$ cat config.mk
export PLATFORM = sky130hd
export DESIGN_NAME = tnf_seq
export DESIGN_NICKNAME = d
export VERILOG_FILES = /design/src/rtl/tnf_pkg.sv /design/src/rtl/tnf_seq.sv
export SDC_FILE = /design/constraint.sdc
export NUM_CORES = 1
export LEC_CHECK = 0
export BUFFER_PORTS_ARGS = -buffer_cell sky130_fd_sc_hd__buf_2
export CAP_MARGIN = 20
export CORE_AREA = 3 3 194 196
export DETAILED_ROUTE_END_ITERATION = 8
export DIE_AREA = 0 0 197 199
export HOLD_SLACK_MARGIN = 0.03
export PLACE_DENSITY = 0.46
export SYNTH_ARGS = -nofsm -noshare
export SYNTH_HDL_FRONTEND = slang
export SYNTH_SLANG_ARGS = --single-unit
$ cat constraint.sdc
create_clock -name clock -period 5.34 [get_ports clock]
set_clock_uncertainty 0.15 [all_clocks]
set_input_delay 0.267 -clock clock [delete_from_list [all_inputs] [get_ports clock]]
set_output_delay 0.267 -clock clock [all_outputs]
set_load 0.01 [all_outputs]
$ cat src/rtl/tnf_pkg.sv
`timescale 1ns / 1ps
// ----------------------------------------------------------------------------
// tnf_pkg
// Shared types and constants for the ternary non-overlap filter.
// ----------------------------------------------------------------------------
package tnf_pkg;

   localparam int RULE_WIDTH_DEF = 64;
   localparam int MAX_KEPT_DEF   = 1024;
   localparam int FIELD_W        = 64;
   localparam int SLOT_W         = 10;
   localparam int TOTAL_W        = 11;
   localparam int REQ_DATA_W     = 2 * FIELD_W;
   localparam int RSP_DATA_W     = 24;

   typedef enum logic [1:0] {
      DEC_OVERLAP = 2'd0,
      DEC_KEPT    = 2'd1,
      DEC_FULL    = 2'd2
   } decision_type;

   typedef enum logic [1:0] {
      ST_IDLE,
      ST_SCAN,
      ST_DONE
   } state_type;

   typedef struct packed {
      logic                 valid;
      decision_type         decision;
      logic [SLOT_W-1:0]    slot;
      logic [TOTAL_W-1:0]   total;
   } result_type;

endpackage

$ cat src/rtl/tnf_seq.sv
`timescale 1ns / 1ps
// ----------------------------------------------------------------------------
// tnf_seq
// Scan sequencer: walks the kept table one entry per cycle through a single
// masked overlap comparator, then keeps, rejects or flags the rule.
// ----------------------------------------------------------------------------
module tnf_seq #(
   parameter int RULE_WIDTH = 64,
   parameter int MAX_KEPT   = 1024
) (
   input  logic                                   clock,
   input  logic                                   reset,
   input  logic                                   in_valid,
   output logic                                   in_ready,
   input  logic                                   in_start,
   input  logic [RULE_WIDTH-1:0]                  in_value,
   input  logic [RULE_WIDTH-1:0]                  in_care,
   input  logic [RULE_WIDTH-1:0]                  mask,
   input  logic                                   out_free,
   output tnf_pkg::result_type                    result,
   output logic                                   mem_wr_en,
   output logic [$clog2(MAX_KEPT)-1:0]            mem_wr_addr,
   output logic [2*RULE_WIDTH-1:0]                mem_wr_data,
   output logic                                   mem_rd_en,
   output logic [$clog2(MAX_KEPT)-1:0]            mem_rd_addr,
   input  logic [2*RULE_WIDTH-1:0]                mem_rd_data
);

   import tnf_pkg::*;

   localparam int IDX_W = $clog2(MAX_KEPT);
   localparam int CNT_W = $clog2(MAX_KEPT + 1);
   localparam logic [CNT_W-1:0] CNT_MAX = CNT_W'(MAX_KEPT);

   state_type          state_ff, state_in;
   logic [CNT_W-1:0]   count_ff, count_in;
   logic [IDX_W-1:0]   addr_ff, addr_in;
   logic [IDX_W-1:0]   cidx_ff, cidx_in;
   logic               issue_ff, issue_in;
   logic               dv_ff, dv_in;
   logic               last_ff, last_in;
   logic               hit_ff, hit_in;
   logic [RULE_WIDTH-1:0] value_ff, value_in;
   logic [RULE_WIDTH-1:0] care_ff, care_in;

   logic               accept;
   logic [CNT_W-1:0]   count_eff;
   logic               at_last;
   logic               cmp_hit;
   logic               keep;
   logic [RULE_WIDTH-1:0] differ;

   assign accept    = in_valid && in_ready;
   assign count_eff = in_start ? '0 : count_ff;
   assign at_last   = (CNT_W'(addr_ff) == count_ff - CNT_W'(1));
   assign differ    = (mem_rd_data[RULE_WIDTH-1:0] ^ value_ff)
                    & mem_rd_data[2*RULE_WIDTH-1:RULE_WIDTH] & care_ff & mask;
   assign cmp_hit   = dv_ff && (differ == '0);
   assign keep      = !hit_ff && (count_ff != CNT_MAX);

   // next state
   always_comb begin
      state_in = state_ff;
      unique case (state_ff)
         ST_IDLE: begin
            if (accept) begin
               state_in = (count_eff == '0) ? ST_DONE : ST_SCAN;
            end
         end
         ST_SCAN: begin
            if (cmp_hit || (dv_ff && last_ff)) begin
               state_in = ST_DONE;
            end
         end
         ST_DONE: begin
            if (out_free) begin
               state_in = ST_IDLE;
            end
         end
         default: state_in = ST_IDLE;
      endcase
   end

   // outputs and datapath
   always_comb begin
      in_ready        = 1'b0;
      count_in        = count_ff;
      addr_in         = addr_ff;
      cidx_in         = cidx_ff;
      issue_in        = 1'b0;
      dv_in           = 1'b0;
      last_in         = 1'b0;
      hit_in          = hit_ff;
      value_in        = value_ff;
      care_in         = care_ff;
      mem_wr_en       = 1'b0;
      mem_wr_addr     = count_ff[IDX_W-1:0];
      mem_wr_data     = {care_ff, value_ff};
      mem_rd_en       = 1'b0;
      mem_rd_addr     = addr_ff;
      result.valid    = 1'b0;
      result.decision = DEC_OVERLAP;
      result.slot     = SLOT_W'(cidx_ff);
      result.total    = TOTAL_W'(count_ff);
      unique case (state_ff)
         ST_IDLE: begin
            in_ready = 1'b1;
            if (accept) begin
               count_in = count_eff;
               addr_in  = '0;
               issue_in = (count_eff != '0);
               hit_in   = 1'b0;
               value_in = in_value;
               care_in  = in_care;
            end
         end
         ST_SCAN: begin
            mem_rd_en = issue_ff;
            addr_in   = addr_ff + IDX_W'(1);
            issue_in  = issue_ff && !at_last;
            dv_in     = issue_ff;
            last_in   = issue_ff && at_last;
            if (dv_ff) begin
               cidx_in = cidx_ff + IDX_W'(1);
            end else begin
               cidx_in = '0;
            end
            if (cmp_hit) begin
               hit_in   = 1'b1;
               cidx_in  = cidx_ff;
               issue_in = 1'b0;
               dv_in    = 1'b0;
            end
         end
         ST_DONE: begin
            if (hit_ff) begin
               result.decision = DEC_OVERLAP;
               result.slot     = SLOT_W'(cidx_ff);
            end else if (!keep) begin
               result.decision = DEC_FULL;
               result.slot     = '0;
            end else begin
               result.decision = DEC_KEPT;
               result.slot     = SLOT_W'(count_ff);
               result.total    = TOTAL_W'(count_ff + CNT_W'(1));
            end
            if (out_free) begin
               result.valid = 1'b1;
               mem_wr_en    = keep;
               if (keep) begin
                  count_in = count_ff + CNT_W'(1);
               end
            end
         end
         default: begin
         end
      endcase
   end

   always_ff @(posedge clock) begin
      if (reset) begin
         state_ff <= ST_IDLE;
         count_ff <= '0;
         issue_ff <= 1'b0;
         dv_ff    <= 1'b0;
         last_ff  <= 1'b0;
         hit_ff   <= 1'b0;
      end else begin
         state_ff <= state_in;
         count_ff <= count_in;
         issue_ff <= issue_in;
         dv_ff    <= dv_in;
         last_ff  <= last_in;
         hit_ff   <= hit_in;
      end
   end

   always_ff @(posedge clock) begin
      addr_ff  <= addr_in;
      cidx_ff  <= cidx_in;
      value_ff <= value_in;
      care_ff  <= care_in;
   end

endmodule

==> results.yml, run 1 <==
final_layout:
  finalNetCount: 1540
  final_core_util: 0.343
  drive_gt1_frac: 0.450
  final_area_um2: 12400
  final_cells: 1694
  syn2layout_area_growth_pct: 63.9
grt:
  grt_max_degree: 70
  grt_first_pass_wirelength_mm: 49.6
  gr-total-overflow: 0
  antenna_found_initial: 9
  grt_pass1_vias: 7513
  track_usage: 0.171
sta:
  slew_violations: 0
  fin_ws_ns: 1.94
  hold_ws_ns: 0.0795
  finalHoldViolations: 0
  tightest_slew_ns: 0.981
  min_period_over_period: 0.637
  setup_viol: 0
  finalCriticalPeriod_ns: 3.40
  fmax_mhz: 294
  rsz0062_at_grt: "false"
  tns_ns: 0
  max_slew_margin: 0.346
floorplan:
  core-area_um2: 36300
  rows: 70
  start_util: 0.209
  dieWidth_um: 197
  die_area_um2: 39200
  die_h_um: 199
  pin_count: 500
synthesis:
  yosysSeqAreaShare: 0.630
  synthTopCellsByArea: "edfxtp_1, xor2_1, nand4_1, dfxtp_1, xnor2_1"
  yosys-top-cells-count: "edfxtp_1, nand4_1, xor2_1, nand2_1, nor2_1"
  synth-simple-area-share: 0.176
  synthMuxAreaShare: 0.00560
  synth_compound_area_frac: 0.0399
  synthAdderAreaFrac: 0.00824
  avgSynthCellArea_um2: 12.8
  synth_top_family_by_area: "simple AND/OR/NAND/NOR gates"
  ys_warn_count: 0
  synth_top_area_cell: "edfxtp_1"
  synth_enable_flop_cells: 148
  synth_cell_types: 56
  yosys.area.top_type_share: 0.585
  mappedNetlistArea_um2: 7590
  synth-seq-cells: 165
  postSynth.asyncResetShare: 0
  synth_cells: 592
  synth.net_count: 922
  synth_most_common_cell: "edfxtp_1"
  synth_xor_area_frac: 0.116
  ys.flop_type: "edfxtp_1"
placement:
  portBuffers: 499
  routabilityCongestion: 0.923
  pre_cts_ws_ns: 2.31
  dp_hpwl_mm: 28.9
  dp_cells: 1530
  dpl-instance-area_um2: 10500
drt:
  vias: 7303
  drc: 0
  wirelength_mm: 34.8
  postRouteAntennaNets: 0
  first_pass_iters: 5
  wl_per_cell_um: 20.5
  via_per_inst: 4.31
  drt_iter0_drc: 327
power_and_ir_drop:
  power_mw: 3.41
  ir_worst_vdd_v: 0.000245
  p_leak_nw: 5.45
  power_density_nw_per_um2: 274
outcome:
  status: "complete, no violations"
worst_setup_path:
  cp_slowest_stage_delay_ns: 0.59
  required_ns: 4.92
  critPathArrivalTime_ns: 2.99
  crit_path_end: "result[10]"
  rr_startpoint: "value_ff[29]"
  r2r_end: "cidx_ff[1]"
  startpoint: "count_ff[0]"
  cp_cell_sequence: "inv_1 -> ha_1 -> a41oi_4 -> nand4_2 -> nor3_2 -> nand3_1 -> nor2_1 -> xor2_1 -> buf_2"
  rr_worst_depth: 7
  crit_type: "reg -> out"
  slowest_stage: "dfxtp_1"
  crit_path_start_kind: "register"
  endpoint_kind: "output port"
  worstPathMaxFanout: 10
  rrSetupSlack_ns: 2.34
clock_network:
  cts_made_buffers: 17
  cts_tree: "done"
  insertion_delay_ns: 0.45
  h-tree-depth: 4
  cts_resized: 0
  clk_pin_slew_ns: 0.07
  clockBufferDepth: 2
  cts_sinks: 165
  cts-root-buf: "clkbuf_16"
flow_run:
  maxCapViolations: 0
hold_path:
  hp-class: "in -> reg"
## worst min-delay path by stage
stage / cells past startpoint / slack [ns] / startpoint / end
floorplan: 0 / 0.22 / in_care[0] / care_ff[0]
global placement: 1 / 0.29 / in_care[22] / care_ff[22]
detailed placement: 1 / 0.30 / in_care[46] / care_ff[46]
CTS: 2 / 0.05 / reset / count_ff[0]
global route: 2 / 0.06 / reset / count_ff[3]
finish: 2 / 0.08 / reset / count_ff[1]
## metal layers
| layer | track usage | vias to the layer above | share of wire |
|---|---|---|---|
| met3 | 0.0488 | 36 | 0.064 |
| li1 | - | 3464 | - |
| met2 | 0.300 | 306 | 0.52 |
| met5 | 0 | - | 0.0014 |
| met4 | 0.0425 | 8 | 0.017 |
| met1 | 0.209 | 3489 | 0.40 |
## repair_timing
action | in CTS | in global routing
endpoints found under the hold margin | 129 | 0
buffers inserted | 0 | 0
hold buffers | 129 | 0
## power by group
group	total [mW]	switching [mW]	internal, mW
Clock	1.33	0.582	0.752
Sequential	1.56	0.0614	1.50
Combinational	0.518	0.265	0.254
Total	3.41	0.908	2.51
## worst max-delay path, delay by kind of cell (launching register included)
family	cells	cell delay [ns]
adder cells (fa/ha/maj)	1	0.32
flip-flops	1	0.59
XOR/XNOR	1	0.15
AO/OA/AOI/OAI	1	0.27
AND/OR/NAND/NOR	4	0.96
buffers and inverters	2	0.28
## placed cells by master (no fill, tap or decap), drive strengths merged, types with 5 or more instances in the layout
| cell | synthesis | layout |
|---|---|---|
| and2 | 15 | 15 |
| nor4 | 6 | 6 |
| clkbuf | 16 | 17 |
| nor2 | 39 | 39 |
| buf | 16 | 502 |
| inv | 3 | 11 |
| nand4 | 82 | 82 |
| and3 | 10 | 10 |
| nor3 | 10 | 10 |
| o21ai | 7 | 7 |
| ha | 5 | 5 |
| xor2 | 81 | 81 |
| nand2 | 43 | 43 |
| a21oi | 8 | 8 |
| dlygate4sd3 | 0 | 129 |
| edfxtp | 148 | 148 |
| nand3 | 17 | 17 |
| xnor2 | 20 | 20 |
| dfxtp | 17 | 17 |
## state kept, by name (all words and copies together), names as in the netlist
name	cells
mem_rd_addr	10
state_ff	2
cidx_ff	10
dv_ff	1
count_ff	11
last_ff	1
value_ff	64
issue_ff	1
hit_ff	1
care_ff	64
## cells by family (layout without fill, tap and decap cells)
logic type	count (synthesis)	in the layout
AOI/OAI and AO/OA	39	39
xor gates and xnor gates	101	101
adders and majority gates	5	5
buffers and inverters	35	666
DFF	165	165
muxes	4	4
other	0	3
and+or+nand+nor	243	243
## cell type report
| type | count | area [µm²] |
|---|---|---|
| Antenna cell | 3 | 7.51 |
| Clock buffer | 17 | 425 |
| Clock inverter | 15 | 193 |
| Fill cell | 3734 | 23800 |
| Inverter | 3 | 11.3 |
| Multi-Input combinational cell | 392 | 2630 |
| Sequential cell | 165 | 4780 |
| Tap cell | 468 | 586 |
| Timing Repair Buffer | 631 | 3810 |
No activity file was read; power rests on OpenSTA's default activity.
==> run 2: changes to the inputs <==
==> constraint.sdc (replaced) <==
create_clock -name clock -period 2.8 [get_ports clock]
set_clock_uncertainty 0.15 [all_clocks]
set_input_delay 0.14 -clock clock [delete_from_list [all_inputs] [get_ports clock]]
set_output_delay 0.14 -clock clock [all_outputs]
set_load 0.01 [all_outputs]
==> run 2 against run 1 <==
  * Register-to-register slack worse by 2.1 ns
  * Wire length up 1.2%
  * Cell count rose by 1.7%
  * Setup slack got worse by 1.8 ns
  * Total power grew 85%
  * Critical path depth fell by 1
  * Sequential power rose by 90%
  * Clock-buffer cell count increased by 2
  * Clock power rose by 74%
  * Utilization increased by 0.55 points
  * Sequential cell count unchanged
  * Largest power group unchanged
==> results.yml, run 2 (synthesized netlist as in run 1, its figures left out) <==
outcome:
  status: "complete, no violations"
placement:
  pre_cts_ws_ns: -0.118
  portBuffers: 499
  routabilityCongestion: 0.906
  dpl-instance-area_um2: 10700
  dp_hpwl_mm: 29.2
final_layout:
  final_area_um2: 12600
  mostFrequentLayoutCells: "buf_2, edfxtp_1, dlygate4sd3_1, xor2_1, nand4_1"
  drive_gt1_frac: 0.460
  finalNetCount: 1563
  top_regs: "care_ff x64, value_ff x64, count_ff x11"
  syn2layout_area_growth_pct: 66.5
  layout_commonest_cell: "buf_2"
worst_setup_path:
  cp_slowest_stage_delay_ns: 0.37
  required_ns: 2.51
  critPathArrivalTime_ns: 2.33
  worstPathMaxFanout: 7
  slowest_stage: "dfxtp_1"
  cp_cell_sequence: "nor3b_2 -> a41oi_4 -> and4_1 -> nand3_1 -> or2_1 -> nor2_1 -> xor2_1 -> buf_2"
  crit_path_start_kind: "register"
  endpoint_kind: "output port"
  crit_type: "reg -> out"
sta:
  slew_violations: 0
  setup_viol: 0
  fmax_mhz: 381
  tightest_slew_ns: 0.894
  rsz0062_at_grt: "false"
  finalHoldViolations: 0
  finalCriticalPeriod_ns: 2.62
  min_period_over_period: 0.937
  max_slew_margin: 0.402
  fin_ws_ns: 0.177
grt:
  grt_pass1_vias: 7613
  grt_first_pass_wirelength_mm: 49.5
  gr-total-overflow: 0
  antenna_found_initial: 18
  grt_max_degree: 83
  track_usage: 0.173
floorplan:
  start_util: 0.209
  die_area_um2: 39200
  core-area_um2: 36300
  pin_count: 500
  rows: 70
  dieWidth_um: 197
  die_h_um: 199
power_and_ir_drop:
  p_leak_nw: 5.54
  power_density_nw_per_um2: 499
  ir_worst_vdd_v: 0.000415
drt:
  vias: 7388
  drt_iter0_drc: 337
  first_pass_iters: 5
  wl_per_cell_um: 20.4
  drc: 0
  via_per_inst: 4.29
  postRouteAntennaNets: 0
  wirelength_mm: 35.2
clock_network:
  cts_tree: "done"
  cts_sinks: 165
  insertion_delay_ns: 0.44
  cts-root-buf: "clkbuf_16"
  h-tree-depth: 4
  clockBufferDepth: 2
  cts_made_buffers: 17
  clk_pin_slew_ns: 0.07
hold_path:
  hp-class: "in -> reg"
flow_run:
  maxCapViolations: 0
[run 2: layout make-up]
type / count / area [µm²]
Fill cell: 3739 / 23600
Tap cell: 468 / 586
Clock inverter: 12 / 130
Multi-Input combinational cell: 392 / 2680
Timing Repair Buffer: 654 / 4000
Inverter: 3 / 11.3
Sequential cell: 165 / 4780
Antenna cell: 9 / 22.5
Clock buffer: 19 / 433
[run 2: where the power goes]
| part | internal [mW] | switching (mW) | total (mW) |
|---|---|---|---|
| combinational | 0.512 | 0.522 | 1.03 |
| sequential | 2.86 | 0.107 | 2.97 |
| clock | 1.31 | 1.00 | 2.31 |
[run 2: repair_timing]
action                                  CTS  global route
resized for setup                         2             5
endpoints found under the hold margin   137             0
hold buffers                            130             0
setup buffers                             0             1
gates cloned                              0             0
pin swaps                                 0             3
endpoints found under the setup margin   15            16
[run 2: stage by stage]
step	std cells	TNS [ns]	util	total power, mW	hold WS, ns
6_report	1722	0	0.349	6.31	0.0560
5_1_grt	1719	0	0.348	6.59	0.0665
4_1_cts	1712	0	0.347	6.40	0.0350
3_5_place_dp	1551	-1.22	0.295	3.91	0.168
3_3_place_gp	1551	-0.945	0.295	3.90	0.166
2_1_floorplan	592	0	-	3.33	0.0889
[run 2: critical path, delay by kind of cell, from the launching register on]
kind	cells	cell delay, ns
xor+xnor	1	0.15
simple gates	5	0.97
compound gates	1	0.26
buf+inv	1	0.14
flops	1	0.37
[run 2: per-layer routing]
metal  GRT usage  vias up  part of all wire
li1            -     3512                 -
met1       0.199     3498              0.39
met2       0.296      289              0.50
met3      0.0622       69             0.072
met4      0.0684       20             0.032
met5           0        -            0.0039
[run 2: final timing paths]
| kind | start | endpoint | slack, ns | cells past startpoint |
|---|---|---|---|---|
| max | count_ff[10] | result[9] | 0.18 | 8 |
| min | in_valid | state_ff[1] | 0.06 | 4 |
| max reg2reg | value_ff[12] | state_ff[0] | 0.22 | 9 |
| min reg2reg | issue_ff | last_ff | 0.32 | 2 |
